$ cat config.mk
export PLATFORM = sky130hd
export DESIGN_NAME = stereo_voice_mixer
export DESIGN_NICKNAME = d
export VERILOG_FILES = /design/src/design/svm_pkg.sv /design/src/design/svm_mul.sv /design/src/design/svm_seq.sv /design/src/design/stereo_voice_mixer.sv
export SDC_FILE = /design/constraint.sdc
export NUM_CORES = 1
export LEC_CHECK = 0
export ABC_AREA = 0
export ABC_CLOCK_PERIOD_IN_PS = 14800
export BUFFER_PORTS_ARGS = -buffer_cell sky130_fd_sc_hd__clkbuf_2
export CAP_MARGIN = 20
export CORE_ASPECT_RATIO = 2
export CORE_MARGIN = 2
export CORE_UTILIZATION = 51
export CTS_BUF_LIST = sky130_fd_sc_hd__clkbuf_4 sky130_fd_sc_hd__clkbuf_8
export DETAILED_ROUTE_END_ITERATION = 12
export PLACE_DENSITY = 0.68
export SLEW_MARGIN = 30
export SYNTH_ARGS = -nofsm -noshare
export SYNTH_HDL_FRONTEND = slang
export SYNTH_SLANG_ARGS = --single-unit
$ cat constraint.sdc
create_clock -name i_clk -period 14.8 [get_ports i_clk]
set_clock_uncertainty 0.15 [all_clocks]
set_input_delay 2.22 -clock i_clk [delete_from_list [all_inputs] [get_ports i_clk]]
set_output_delay 2.22 -clock i_clk [all_outputs]
set_load 0.05 [all_outputs]
$ cat src/design/svm_pkg.sv
// Shared types and constants for the stereo voice mixer.
// No dependencies; imported by every module of the block.
package svm_pkg;

    localparam int SAMPLE_W = 16;
    localparam int VOL_W    = 8;
    localparam int MST_W    = 9;
    localparam int SUM_W    = 24;
    localparam int MULA_W   = 24;
    localparam int MULB_W   = 10;
    localparam int PROD_W   = MULA_W + MULB_W;
    localparam int CFG_W    = 9;
    localparam int CIDX_W   = 2;

    localparam logic [MST_W-1:0] MASTER_RESET = 9'd256;

    typedef enum logic [CIDX_W-1:0] {
        CFG_MASTER = 2'd0,
        CFG_SWAP   = 2'd1,
        CFG_OUT8   = 2'd2,
        CFG_MONO   = 2'd3
    } t_cfg_idx;

    typedef struct packed {
        logic signed [SAMPLE_W-1:0] sample;
        logic                       sample_is_8bit;
        logic [VOL_W-1:0]           left_volume;
        logic [VOL_W-1:0]           right_volume;
        logic                       last_voice;
    } t_in_item;

    typedef struct packed {
        logic signed [SAMPLE_W-1:0] out_left;
        logic signed [SAMPLE_W-1:0] out_right;
    } t_out_item;

    typedef enum logic [2:0] {
        ST_IDLE,
        ST_VOL_L,
        ST_VOL_R,
        ST_ACC_R,
        ST_MST_L,
        ST_MST_R,
        ST_SAT_R,
        ST_OUT
    } t_state;

    typedef enum logic [1:0] {
        OP_VOICE_L,
        OP_VOICE_R,
        OP_MST_L,
        OP_MST_R
    } t_opsel;

    typedef struct packed {
        t_opsel op_sel;
        logic   idle;
        logic   acc_l;
        logic   acc_r;
        logic   sat_l;
        logic   sat_r;
        logic   load_out;
    } t_ctrl;

endpackage

$ cat src/design/svm_mul.sv
// Shared signed multiplier with registered product.
// Depends on svm_pkg for operand and product widths.
module svm_mul (
    input  logic                               i_clk,
    input  logic signed [svm_pkg::MULA_W-1:0]  i_a,
    input  logic signed [svm_pkg::MULB_W-1:0]  i_b,
    output logic signed [svm_pkg::PROD_W-1:0]  o_prod
);
    import svm_pkg::*;

    logic signed [PROD_W-1:0] r_prod;

    always_ff @(posedge i_clk) begin
        r_prod <= i_a * i_b;
    end

    assign o_prod = r_prod;

endmodule

$ cat src/design/svm_seq.sv
// Sequencer: steps the shared multiplier through voice and master passes.
// Depends on svm_pkg for state and control types.
module svm_seq (
    input  logic           i_clk,
    input  logic           i_rst_n,
    input  logic           i_in_beat,
    input  logic           i_last,
    input  logic           i_out_free,
    output svm_pkg::t_ctrl o_ctrl
);
    import svm_pkg::*;

    t_state r_state;
    t_state n_state;
    t_ctrl  w_ctrl;

    always_ff @(posedge i_clk) begin
        if (!i_rst_n) begin
            r_state <= ST_IDLE;
        end else begin
            r_state <= n_state;
        end
    end

    always_comb begin
        n_state         = r_state;
        w_ctrl          = '0;
        w_ctrl.op_sel   = OP_VOICE_L;
        unique case (r_state)
            ST_IDLE: begin
                w_ctrl.idle = 1'b1;
                if (i_in_beat) n_state = ST_VOL_L;
            end
            ST_VOL_L: begin
                w_ctrl.op_sel = OP_VOICE_L;
                n_state       = ST_VOL_R;
            end
            ST_VOL_R: begin
                w_ctrl.op_sel = OP_VOICE_R;
                w_ctrl.acc_l  = 1'b1;
                n_state       = ST_ACC_R;
            end
            ST_ACC_R: begin
                w_ctrl.acc_r = 1'b1;
                n_state      = i_last ? ST_MST_L : ST_IDLE;
            end
            ST_MST_L: begin
                w_ctrl.op_sel = OP_MST_L;
                n_state       = ST_MST_R;
            end
            ST_MST_R: begin
                w_ctrl.op_sel = OP_MST_R;
                w_ctrl.sat_l  = 1'b1;
                n_state       = ST_SAT_R;
            end
            ST_SAT_R: begin
                w_ctrl.sat_r = 1'b1;
                n_state      = ST_OUT;
            end
            ST_OUT: begin
                w_ctrl.load_out = i_out_free;
                if (i_out_free) n_state = ST_IDLE;
            end
        endcase
    end

    assign o_ctrl = w_ctrl;

endmodule

$ cat src/design/stereo_voice_mixer.sv
// Stereo voice mixer: one voice beat in, one output beat per frame.
// A voice that does not end a frame stalls the input after accept while the
// sequencer steps through VOL_L, VOL_R and ACC_R; then it takes the next beat.
// The last voice of a frame then goes on through MST_L, MST_R, SAT_R and OUT
// until its result is in the output register, waiting in OUT while that register is still held by a stall.
// One multiplier does all four products in turn; that sets this order of states.
// Synchronous active-low reset: sums cleared, master 256, flags 0, no output.
module stereo_voice_mixer (
    input  logic                           i_clk,
    input  logic                           i_rst_n,
    // voice channel
    input  logic                           i_valid,
    output logic                           o_stall,
    input  svm_pkg::t_in_item              i_item,
    // frame channel
    output logic                           o_valid,
    input  logic                           i_stall,
    output svm_pkg::t_out_item             o_item,
    // configuration
    input  logic                           i_cfg_we,
    input  logic [svm_pkg::CIDX_W-1:0]     i_cfg_index,
    input  logic [svm_pkg::CFG_W-1:0]      i_cfg_data
);
    import svm_pkg::*;

    // configuration registers
    logic [MST_W-1:0] r_master;
    logic             r_swap;
    logic             r_out8;
    logic             r_mono;

    // held voice beat and running sums
    t_in_item                 r_item;
    logic signed [SUM_W-1:0]  r_left_sum;
    logic signed [SUM_W-1:0]  r_right_sum;
    logic signed [SAMPLE_W-1:0] r_sat_l;
    logic signed [SAMPLE_W-1:0] r_sat_r;

    // output register
    t_out_item r_out;
    logic      r_out_valid;

    t_ctrl                     w_ctrl;
    logic                      w_in_beat;
    logic                      w_out_free;
    logic signed [MULA_W-1:0]  w_mul_a;
    logic signed [MULB_W-1:0]  w_mul_b;
    logic signed [PROD_W-1:0]  w_prod;
    logic signed [8:0]         w_byte_val;
    logic signed [MULA_W-1:0]  w_voice_a;
    logic [VOL_W-1:0]          w_vol;
    logic signed [SUM_W-1:0]   w_part;
    logic signed [PROD_W-9:0]  w_shifted;
    logic signed [SAMPLE_W-1:0] w_sat;
    logic [SAMPLE_W-1:0]       w_fmt_l;
    logic [SAMPLE_W-1:0]       w_fmt_r;
    t_out_item                 w_frame;

    assign w_in_beat  = i_valid && w_ctrl.idle;
    assign w_out_free = !r_out_valid || !i_stall;
    assign o_stall    = !w_ctrl.idle;

    svm_seq u_seq (
        .i_clk      (i_clk),
        .i_rst_n    (i_rst_n),
        .i_in_beat  (w_in_beat),
        .i_last     (r_item.last_voice),
        .i_out_free (w_out_free),
        .o_ctrl     (w_ctrl)
    );

    // 8-bit voices: b below 128 stays, otherwise b - 255 (range -127..0)
    assign w_byte_val = $signed({1'b0, r_item.sample[7:0]})
                      - (r_item.sample[7] ? 9'sd255 : 9'sd0);
    assign w_voice_a  = r_item.sample_is_8bit
                      ? MULA_W'(w_byte_val)
                      : MULA_W'(r_item.sample);

    always_comb begin
        w_vol   = (w_ctrl.op_sel == OP_VOICE_R) ? r_item.right_volume : r_item.left_volume;
        w_mul_a = w_voice_a;
        w_mul_b = '0;
        unique case (w_ctrl.op_sel)
            OP_VOICE_L, OP_VOICE_R: begin
                w_mul_a = w_voice_a;
                // 8-bit voices use the volume rounded down to a multiple of 8
                w_mul_b = r_item.sample_is_8bit
                        ? $signed({2'b00, w_vol[7:3], 3'b000})
                        : $signed({2'b00, w_vol});
            end
            OP_MST_L: begin
                w_mul_a = r_left_sum;
                w_mul_b = $signed({1'b0, r_master});
            end
            OP_MST_R: begin
                w_mul_a = r_right_sum;
                w_mul_b = $signed({1'b0, r_master});
            end
        endcase
    end

    svm_mul u_mul (
        .i_clk  (i_clk),
        .i_a    (w_mul_a),
        .i_b    (w_mul_b),
        .o_prod (w_prod)
    );

    // voice contribution: 16-bit voices floor-shift by 8, 8-bit ones are exact
    assign w_part = r_item.sample_is_8bit
                  ? w_prod[SUM_W-1:0]
                  : SUM_W'($signed(w_prod[SUM_W-1:8]));

    // master-scaled sum, floor-shift by 8, saturate to 16 bits
    assign w_shifted = w_prod[PROD_W-1:8];
    always_comb begin
        if (w_shifted > (PROD_W-8)'(32767)) begin
            w_sat = 16'sh7fff;
        end else if (w_shifted < -(PROD_W-8)'(32768)) begin
            w_sat = 16'sh8000;
        end else begin
            w_sat = w_shifted[SAMPLE_W-1:0];
        end
    end

    // 8-bit unsigned form: (v >>> 8) + 128 is the high byte with its top bit flipped
    assign w_fmt_l = r_out8 ? {8'h00, r_sat_l[15] ^ 1'b1, r_sat_l[14:8]} : r_sat_l;
    assign w_fmt_r = r_out8 ? {8'h00, r_sat_r[15] ^ 1'b1, r_sat_r[14:8]} : r_sat_r;

    always_comb begin
        if (r_mono) begin
            w_frame.out_left  = w_fmt_l;
            w_frame.out_right = '0;
        end else if (!r_out8 && r_swap) begin
            w_frame.out_left  = w_fmt_r;
            w_frame.out_right = w_fmt_l;
        end else begin
            w_frame.out_left  = w_fmt_l;
            w_frame.out_right = w_fmt_r;
        end
    end

    // configuration writes
    always_ff @(posedge i_clk) begin
        if (!i_rst_n) begin
            r_master <= MASTER_RESET;
            r_swap   <= 1'b0;
            r_out8   <= 1'b0;
            r_mono   <= 1'b0;
        end else if (i_cfg_we) begin
            unique case (i_cfg_index)
                CFG_MASTER: r_master <= i_cfg_data;
                CFG_SWAP:   r_swap   <= i_cfg_data[0];
                CFG_OUT8:   r_out8   <= i_cfg_data[0];
                CFG_MONO:   r_mono   <= i_cfg_data[0];
            endcase
        end
    end

    // sums: accumulate per voice, clear once the frame is handed over
    always_ff @(posedge i_clk) begin
        if (!i_rst_n) begin
            r_left_sum  <= '0;
            r_right_sum <= '0;
        end else if (w_ctrl.load_out) begin
            r_left_sum  <= '0;
            r_right_sum <= '0;
        end else begin
            if (w_ctrl.acc_l) r_left_sum  <= r_left_sum + w_part;
            if (w_ctrl.acc_r) r_right_sum <= r_right_sum + w_part;
        end
    end

    // payload registers
    always_ff @(posedge i_clk) begin
        if (w_in_beat)       r_item  <= i_item;
        if (w_ctrl.sat_l)    r_sat_l <= w_sat;
        if (w_ctrl.sat_r)    r_sat_r <= w_sat;
        if (w_ctrl.load_out) r_out   <= w_frame;
    end

    always_ff @(posedge i_clk) begin
        if (!i_rst_n) begin
            r_out_valid <= 1'b0;
        end else if (w_ctrl.load_out) begin
            r_out_valid <= 1'b1;
        end else if (!i_stall) begin
            r_out_valid <= 1'b0;
        end
    end

    assign o_valid = r_out_valid;
    assign o_item  = r_out;

`ifndef SYNTHESIS
    a_out_from_seq: assert property (@(posedge i_clk) disable iff (!i_rst_n)
        $rose(o_valid) |-> $past(w_ctrl.load_out))
        else $error("output beat appeared without a frame hand-over");

    a_sums_cleared: assert property (@(posedge i_clk) disable iff (!i_rst_n)
        w_ctrl.load_out |=> (r_left_sum == '0) && (r_right_sum == '0))
        else $error("sums not cleared after frame hand-over");

    a_mono_right_zero: assert property (@(posedge i_clk) disable iff (!i_rst_n)
        $past(w_ctrl.load_out) && r_mono |-> o_item.out_right == '0)
        else $error("mono frame has non-zero right sample");

    a_out8_range: assert property (@(posedge i_clk) disable iff (!i_rst_n)
        $past(w_ctrl.load_out) && r_out8 |-> o_item.out_left[15:8] == 8'h00)
        else $error("8-bit frame outside 0..255");

    a_no_accept_busy: assert property (@(posedge i_clk) disable iff (!i_rst_n)
        w_in_beat |=> !w_ctrl.idle)
        else $error("sequencer idle right after a voice beat");
`endif

endmodule
; ---- After elaboration in Yosys (flattened, before gate mapping)
; Index checks and enable logic that the tools add are counted.
[totals]
ram_bits = 0
rom_bits = 0
latchBits = 0
ff_bits = 196
mem_count = 0
output_inout_bits = 34
in_bits = 50
[op_classes]
n_mul = 1
eq_ne = 16
div = 0
n_reduce_logical = 18
n_shift = 0
n_lt_le_gt_ge = 2
n_mux = 26
n_bitwise = 3
addsub = 3
[op_table]
columns = operator, count
row1 = $pmux W24 S3, 1
row2 = $mux W16, 4
row3 = $mux W32, 2
row4 = $add A24 B24 Y24, 2
row5 = $mul A24 B10 Y34, 1
row6 = $gt A26 B16 Y1 const B, 1
row7 = $lt A26 B16 Y1 const B, 1
row8 = $mux W24, 1
row9 = $pmux W3 S8, 1
row10 = $mux W23, 1
row11 = $pmux W10 S2, 1
row12 = $mux W8, 2
row13 = $eq A3 B3 Y1 const B, 4
row14 = $mux W3, 4
row15 = $reduce_and A2 Y1, 5
row16 = $sub A8 B8 Y9, 1
row17 = $eq A2 B2 Y1 const B, 4
row18 = $mux W1, 8
row19 = $eq A3 B2 Y1 const B, 2
row20 = $ne A2 B1 Y1 const B, 3
row21 = $pmux W2 S3, 1
row22 = $reduce_or A2 Y1, 3
row23 = $eq A2 B1 Y1 const B, 2
row24 = $logic_not A1 Y1, 4
row25 = other kinds (6), 10

; ---- Depth between registers and ports, before layout
; Gate-level depths: netlist (run 1).
[logic_depth]
word_depth = 7
ltp_mapped = 33

; ---- Hierarchy
; A second synthesis (run 1) with hierarchy kept.
[unflattened]
hier_cells = 2013
hier_area_um2 = 19007.0
[by_module_without_submodules]
columns = module, seq_area_each_um2, cells_per_inst, n_inst, area_per_inst_um2
row1 = stereo_voice_mixer, 4164.0, 974, 1, 9676.8
row2 = svm_mul, 680.7, 1008, 1, 9052.4
row3 = svm_seq, 60.1, 31, 1, 277.8

; ---- Worst setup path after synthesis (run 1)
; No wires, ideal clock.
[synth_path]
path_type = reg2reg
startpoint = reg r_item[25] (netlist bit)
endpoint = reg u_mul.r_prod[31], in the netlist u_mul.o_prod[31]
period_less_slack_ps = 7208
setup_ps = 123
arrival_time_ps = 6934
setup_slack_ps = 7592
stages_incl_launch_ff = 31
required_time_ps = 14527
cell_sequence = edfxtp_1 inv_1 ha_1 nor2b_1 o21ai_0 a21boi_0 o21ai_0 nand2b_1 a21boi_2 nor3_2 buf_2 a21oi_2 nand2_1 fa_1 inv_1 fa_1 fa_1 fa_1 inv_1 fa_1 inv_1 ha_1 o21a_1 o21ai_0 nand2b_1 a21oi_1 a211o_1 a21oi_1 o41ai_1 a21oi_1 xor2_1
[synth_between]
elab_chain_len = 5
[synth_lines]
columns = item, line_no
row1 = start: declaration, stereo_voice_mixer.sv:33  ; t_in_item r_item;
row2 = start signal: assignment, stereo_voice_mixer.sv:176  ; if (w_in_beat) r_item <= i_item;
row3 = $mux W8, stereo_voice_mixer.sv:74  ; - (r_item.sample[7] ? 9'sd255 : 9'sd0);
row4 = $sub A8 B8 Y9, stereo_voice_mixer.sv:74
row5 = $mux W24 *, stereo_voice_mixer.sv:76  ; ? MULA_W'(w_byte_val)
row6 = $pmux W24 S3 *, stereo_voice_mixer.sv:83  ; unique case (w_ctrl.op_sel)
row7 = $mul A24 B10 Y34 *, svm_mul.sv:14  ; r_prod <= i_a * i_b;
row8 = end signal: assignment, svm_mul.sv:14
row9 = end: declaration, svm_mul.sv:11  ; logic signed [PROD_W-1:0] r_prod;
; Mark *: on every way between the ends. The rest lies on a longest branch, timed or not.
; A chain may end at the register's enable or synchronous reset.

; ---- Worst setup path in the final report (run 1)
[layout_path]
startpoint = reg r_item[25] (netlist bit)
endpoint = reg u_mul.r_prod[32], in the netlist u_mul.o_prod[32]
; Same word-level chain as after synthesis.

==> results of run 1 <==
[cells in the final DEF (no fill, tap or decap), drive strengths merged, types with 11 or more instances in the layout]
master  instances
clkbuf        100
inv           243
a21oi         121
edfxtp         98
xor2           20
mux2i          61
dfxtp          98
nor2          176
mux2           15
nand3          28
and2           28
nand4          11
nand2         244
buf            26
nor2b          44
ha            130
and3           11
fa            181
o21ai          85
a21o           33
nand2b         23
xnor2          39
a211oi         22
nor3           21
o21a           37
[state kept, by name, summed over array words and instances, names as in the netlist]
register,cells
r_out8,1
r_master,9
u_seq.r_state,3
o_item,32
r_mono,1
r_sat_l,16
u_mul.o_prod,34
r_swap,1
r_sat_r,16
r_left_sum,24
o_valid,1
r_item,34
r_right_sum,24
[stage by stage]
| step | hold slack (ps) | std cells | instance area (µm²) | setup slack, ps |
|---|---|---|---|---|
| after floorplan | 298.5 | 1958 | 17910 | 7592 |
| after global placement | 307.6 | 2439 | 18830 | 6550 |
| after detailed placement | 316.8 | 2440 | 18850 | 6358 |
| after CTS | 331.6 | 2472 | 19280 | 6331 |
| after global routing | 357.2 | 2474 | 19280 | 5682 |
| final | 335.5 | 2474 | 19280 | 6360 |
[final cells by class]
type / instances / area [µm²] / area share
clock inverters: 15 / 192.7 / 0.009992
multi-input cells: 1453 / 11890 / 0.6164
repair buffers: 109 / 614.3 / 0.03186
inverters: 237 / 889.6 / 0.04613
diodes: 2 / 5.005 / 0.0002595
well taps: 445 / 556.8 / 0.02887
flip-flops and latches: 196 / 4906 / 0.2544
clock buffers: 17 / 234.0 / 0.01213
[worst max-delay path: cells and delay by family, from the launching register on]
kind                       cells  cell delay (ps)
AOI/OAI and AO/OA             10             2620
DFF                            1              500
buffers and inverters          2               90
adders and majority gates      8             3630
and+or+nand+nor                5             1360
[cells by family (layout without fill, tap and decap cells)]
kind of cell             count (synthesis)  after routing  share of synthesized area
buffers and inverters                  309            378                    0.06539
other                                    0              2                          0
adder cells (fa/ha/maj)                311            311                     0.2932
multiplexers                            76             76                    0.04353
AO/OA/AOI/OAI                          383            383                     0.1371
AND/OR/NAND/NOR                        624            624                     0.1580
XOR/XNOR                                59             59                    0.02886
flip-flops                             196            196                     0.2739
[cells in the mapped netlist, drive strengths merged (7+ instances only)]
| library cell | number | share of area |
|---|---|---|
| nor3 | 21 | 0.0061 |
| o21bai | 10 | 0.0042 |
| buf | 13 | 0.0034 |
| clkbuf | 59 | 0.012 |
| nand3 | 28 | 0.0078 |
| xnor2 | 39 | 0.019 |
| a21o | 33 | 0.014 |
| o21a | 37 | 0.016 |
| and3 | 11 | 0.0040 |
| a21boi | 7 | 0.0031 |
| or3 | 9 | 0.0031 |
| mux2i | 61 | 0.034 |
| fa | 181 | 0.20 |
| edfxtp | 98 | 0.16 |
| o21ai | 85 | 0.024 |
| dfxtp | 98 | 0.11 |
| xor2 | 20 | 0.0098 |
| a21oi | 121 | 0.034 |
| or2 | 7 | 0.0024 |
| nor2b | 44 | 0.015 |
| nand4 | 11 | 0.0038 |
| a22o | 8 | 0.0039 |
| ha | 130 | 0.091 |
| a31oi | 9 | 0.0031 |
| nor2 | 176 | 0.037 |
| inv | 236 | 0.049 |
| a211oi | 22 | 0.0095 |
| and2 | 28 | 0.0098 |
| nand2 | 244 | 0.051 |
| nand2b | 23 | 0.0080 |
| mux2 | 15 | 0.0094 |
[metal layers]
| layer | up-vias | GRT usage |
|---|---|---|
| met3 | 198 | 0.03835 |
| met2 | 402 | 0.5642 |
| met1 | 6951 | 0.2771 |
| li1 | 6655 | - |
| met5 | - | 0 |
| met4 | 0 | 0.2407 |
[worst min path at each step]
stage	endpoint	slack, ps	depth (start not counted)
6_report	r_left_sum[4]	340	2
5_1_grt	r_left_sum[3]	360	2
4_1_cts	r_left_sum[8]	330	2
3_5_place_dp	r_left_sum[4]	320	2
3_3_place_gp	r_left_sum[18]	310	2
2_1_floorplan	r_right_sum[10]	300	2
==> results.cfg, run 1 <==
[critical_path]
crit_path_max_incr_delay_ps = 680
reg2reg_slack_ps = 6360
arrival_ps = 8690
r2r_start = r_item[25]
crit_path_end = u_mul.o_prod[32]
cp-startpoint = r_item[25]
cp.required_ps = 15050
crit_type = reg -> reg
cpMostUsedCell = fa_1
worstSetupStartpointType = flip-flop
reg2reg_depth = 25
endpoint_kind = flip-flop
r2r-end = u_mul.o_prod[32]
crit_slowest_cell = nor3_2
cp_max_fo = 14

[sta]
drv_slew = 0
finalHoldViolations = 0
relSlewSlack = 0.4029
worstMarginPinSlew_ps = 895.7
clock.fmax_mhz = 118.5
rsz0062_at_grt = false
min_period_over_period = 0.5703
tns_ps = 0
min_period_ps = 8440
setup_viol = 0

[drt]
ant_nets = 0
wl_per_cell_um = 21.00
num_vias = 14210
wl_met2_mm = 28.70
vias_per_cell = 5.742
drt-met1-wl_mm = 16.74
routed_wirelength_mm = 51.96
drc_errors = 0
first_pass_iters = 7
drtIter0Drc = 909
dr_wl_met3_mm = 1.622
top_layer_used = met4

[synthesis]
dominantRegCellSynth = edfxtp_1
syn_area_um2 = 17910
synth.net_count = 2319
ys_ff_latch = 196
synthArstFlopShare = 0
postSynthAreaPerCell_um2 = 9.146
yosys_warnings = 0
ys_seq_area_frac = 0.2739
ys_types = 74
netlist_instances = 1958
synth_edf_count = 98

[placement]
hpwl_mm = 42.59
place.gp.congestion = 0.9766
numPortBuffers = 83

[grt]
grt_max_degree = 49
grt_pass1_wl_mm = 81.40
grt-ovfl-total = 0
grt_pass1_vias = 15010
antenna_found_initial = 2
grt_usage = 0.2980

[layout]
fin_nets = 2375
syn2layout_area_growth_pct = 7.685
n_fill_cell = 3183
drive_gt1_frac = 0.09521
final_core_util = 0.5536

[clocking]
root_buffer = clkbuf_8
cts-buffers-inserted = 17
cts-hold-fix-buffers = 0
clock_sinks = 196
ctsHtreeMaxLevel = 4
cts_tree = done
cts.clk_slew.worst_paths_ps = 120
post_cts_buffers = 0
clockBufferDepth = 2
cts_resized = 0
clk_latency_ps = 510

[die]
fp.dieArea_um2 = 36720
rows = 97
initial_core_util = 0.5141
ios = 84
die_w_um = 136.5
die_y_um = 269.0
core_um2 = 34830

[run]
drv_cap = 0

[worst_hold_path]
holdCritStartpoint = r_left_sum[4]
hp-class = reg -> reg

[status]
outcome = completed
Power of run 1 is left out: the tool's default activity adds up to more than one toggle a clock period on the data nets, which glitch-free logic cannot reach.
==> run 2, diff against run 1 <==
ABC_CLOCK_PERIOD_IN_PS = 8500   (was 14800)
clock period = 8.5 ns   (was 14.8 ns; I/O delays follow)
==> results.cfg, run 2 (same netlist as run 1, synthesis figures left out) <==
[clocking]
ctsHtreeMaxLevel = 4
cts-buffers-inserted = 17
post_cts_buffers = 0
cts-hold-fix-buffers = 0
cts_resized = 0
clk_latency_ps = 510
cts.clk_slew.worst_paths_ps = 110
cts_tree = done
root_buffer = clkbuf_8
clockBufferDepth = 2
clock_sinks = 196

[worst_hold_path]
hp-class = reg -> reg
holdCritStartpoint = r_left_sum[8]

[sta]
relSlewSlack = 0.3761
min_period_over_period = 0.9471
finalHoldViolations = 0
clock.fmax_mhz = 124.2
drv_slew = 0
worst_slack_ps = 449.7
rsz0062_at_grt = true
min_period_ps = 8050
worstMarginPinSlew_ps = 933.9
setup_viol = 0

[critical_path]
crit_type = reg -> reg
reg2reg_depth = 29
timing.critical_path.buf_inv = 5
cp.required_ps = 8750
path_depth = 29
cp_max_fo = 8
cp-startpoint = r_item[25]
r2r-end = u_mul.o_prod[15]
cp_top_family = adder cells
crit_path_max_incr_delay_ps = 530
arrival_ps = 8300
worstSetupStartpointType = flip-flop
crit_slowest_cell = fa_1
endpoint_kind = flip-flop
cpMostUsedCell = fa_1
crit_path_end = u_mul.o_prod[15]
reg2reg_slack_ps = 450
r2r_start = r_item[25]

[layout]
layout_common_cells = 244 x nand2_1, 236 x inv_1, 181 x fa_1
n_fill_cell = 3196
fin_nets = 2392
multi_input_area_um2 = 11900
drive_gt1_frac = 0.1037
syn2layout_area_growth_pct = 8.629
register_area_um2 = 4906
layout_commonest_cell = nand2_1

[run]
drv_cap = 0

[drt]
wl_per_cell_um = 20.95
routed_wirelength_mm = 52.21
ant_nets = 0
first_pass_iters = 5
num_vias = 14330
drc_errors = 0
vias_per_cell = 5.749
drtIter0Drc = 744

[grt]
grt_pass1_vias = 15430
grt-ovfl-total = 0
grt_max_degree = 49
antenna_found_initial = 3
grt_usage = 0.3004
grt_pass1_wl_mm = 82.13

[die]
die_y_um = 269.0
die_w_um = 136.5
rows = 97
initial_core_util = 0.5141
core_um2 = 34830
ios = 84
fp.dieArea_um2 = 36720

[placement]
numPortBuffers = 83
place.gp.congestion = 1.004
dpl_worst_slack_ps = 350.9
hpwl_mm = 42.96

[status]
outcome = completed
-- run 2: worst min-delay path, stage by stage (launching register included) --
cell     delay, ps
dfxtp_1        340
nand2_1         60
a21oi_1         50
-- run 2: how the worst min path moves through the flow --
| stage | end | slack [ps] | depth (start not counted) |
|---|---|---|---|
| detailed placement | r_left_sum[3] | 320 | 2 |
| floorplan | r_right_sum[10] | 300 | 2 |
| CTS | r_left_sum[3] | 330 | 2 |
| global placement | r_left_sum[4] | 310 | 2 |
| finish | r_left_sum[8] | 330 | 2 |
| global route | r_left_sum[10] | 360 | 2 |
-- run 2: area by class of cell --
class / instances / area share
clock buffers: 17 / 0.01203
inverters: 237 / 0.04573
clock inverters: 15 / 0.01151
repair buffers: 126 / 0.03795
diodes: 3 / 0.0003859
flip-flops and latches: 196 / 0.2522
multi-input cells: 1453 / 0.6116
well taps: 445 / 0.02862
-- run 2: through the flow --
stage | hold WS (ps) | setup TNS [ps] | instances | utilization | cell area [µm²]
2_1_floorplan | 298.5 | 0 | 1958 | - | 17910
3_3_place_gp | 307.2 | 0 | 2457 | 0.5443 | 18960
3_5_place_dp | 316.3 | 0 | 2457 | 0.5443 | 18960
4_1_cts | 333.5 | 0 | 2489 | 0.5574 | 19420
5_1_grt | 359.1 | -83.77 | 2492 | 0.5585 | 19450
6_report | 334.5 | 0 | 2492 | 0.5585 | 19450
-- run 2: routing by layer --
| layer | track usage | wire, µm | part of all wire |
|---|---|---|---|
| met5 | 0 | 0 | 0 |
| met4 | 0.2728 | 5536 | 0.11 |
| met3 | 0.03798 | 1818 | 0.035 |
| met2 | 0.5528 | 27790 | 0.53 |
| met1 | 0.2810 | 17070 | 0.33 |
Power of run 2 is left out for the same reason.
==> run 3, diff against run 2 <==
CORE_UTILIZATION = 30   (was 51)
PLACE_DENSITY = default   (was 0.68)
==> results.cfg, run 3 (same netlist as run 1, synthesis figures left out) <==
[grt]
grt_max_degree = 49
gr-usage-met2 = 0.3542
grt_pass1_wl_mm = 83.63
grt_pass1_vias = 15700
grt-ovfl-total = 0
grt_usage = 0.1769
met3_usage = 0.01967
antenna_found_initial = 2
gr-usage-met1 = 0.1589
grt_most_used_layer = met2

[clocking]
cts-hold-fix-buffers = 0
clk_latency_ps = 530
cts.clk_slew.worst_paths_ps = 120
root_buffer = clkbuf_8
cts-buffers-inserted = 17
clockBufferDepth = 2
ctsHtreeMaxLevel = 4
cts_tree = done
post_cts_buffers = 0
clock_sinks = 196

[layout]
stdcell_area_um2 = 19870
layout_common_cells = 244 x nand2_1, 236 x inv_1, 181 x fa_1
syn2layout_area_growth_pct = 10.93
drive_gt1_frac = 0.1051
fin_nets = 2393
n_fill_cell = 6105
layout_commonest_cell = nand2_1

[die]
ios = 84
rows = 126
initial_core_util = 0.3037
die_w_um = 176.8
core_um2 = 58960
die_y_um = 349.5
fp.dieArea_um2 = 61780

[placement]
placed_area_um2 = 19370
numPortBuffers = 83
dpl_worst_slack_ps = 252.3
place.gp.congestion = 0.9471
hpwl_mm = 43.88

[drt]
wl_per_cell_um = 18.80
first_pass_iters = 5
drc_errors = 0
ant_nets = 0
drtIter0Drc = 588
vias_per_cell = 5.033
num_vias = 14160
routed_wirelength_mm = 52.89

[critical_path]
cp_max_fo = 7
cpMostUsedCell = fa_1
endpoint_kind = flip-flop
arrival_ps = 8500
crit_slowest_cell = a221oi_1
cp.required_ps = 8770
worstSetupStartpointType = flip-flop
crit_type = reg -> reg
crit_path_max_incr_delay_ps = 580

[worst_hold_path]
hp-class = reg -> reg

[sta]
min_period_ps = 8231
finalHoldViolations = 0
tns_ps = 0
min_period_over_period = 0.9684
relSlewSlack = 0.3882
drv_slew = 0
worst_slack_ps = 269.0
worstMarginPinSlew_ps = 915.8
clock.fmax_mhz = 121.5
setup_viol = 0
rsz0062_at_grt = true

[status]
outcome = completed

[run]
drv_cap = 0
-- run 3: what timing repair did --
action | in CTS | in global routing
hold endpoints to repair | 0 | 0
resized for setup | 0 | 8
setup endpoints to repair | 0 | 7
-- run 3: worst max-delay path: cells and delay by family, from the launching register on --
| kind | cells | cell delay [ps] |
|---|---|---|
| AO/OA/AOI/OAI | 15 | 3610 |
| adder cells (fa/ha/maj) | 7 | 3310 |
| flip-flops | 1 | 440 |
| buffers and inverters | 3 | 260 |
| AND/OR/NAND/NOR | 2 | 200 |
| XOR/XNOR | 1 | 160 |
-- run 3: path summary, 6_finish.rpt --
path	start	slack [ps]	depth (start not counted)	to
hold reg to reg	r_left_sum[13]	330	2	r_left_sum[13]
hold / removal	r_left_sum[13]	330	2	r_left_sum[13]
setup / recovery	r_item[25]	270	28	u_mul.o_prod[31]
setup reg to reg	r_item[25]	270	28	u_mul.o_prod[31]
-- run 3: area by class of cell --
cell class              instances  area (µm²)  share of cell area
well taps                     768       960.9             0.04837
clock inverters                15       215.2             0.01083
flip-flops and latches        196        4906              0.2470
repair buffers                127       745.7             0.03754
diodes                          1       2.502           0.0001260
inverters                     237       889.6             0.04478
clock buffers                  17       234.0             0.01178
multi-input cells            1453       11910              0.5996
-- run 3: metrics by stage --
step	hold slack, ps	utilization	instances
after floorplan	298.5	-	1958
after global placement	307.4	0.3285	2781
after detailed placement	313.0	0.3286	2781
after CTS	330.3	0.3362	2813
after global routing	355.1	0.3369	2814
final	328.3	0.3369	2814
-- run 3: per-layer routing --
| metal | wire length, µm | part of all wire | vias to the layer above |
|---|---|---|---|
| met3 | 1811 | 0.034 | 158 |
| li1 | - | - | 6701 |
| met2 | 29700 | 0.56 | 380 |
| met5 | 0 | 0 | - |
| met4 | 4002 | 0.076 | 0 |
| met1 | 17370 | 0.33 | 6923 |
Power of run 3 is left out for the same reason.
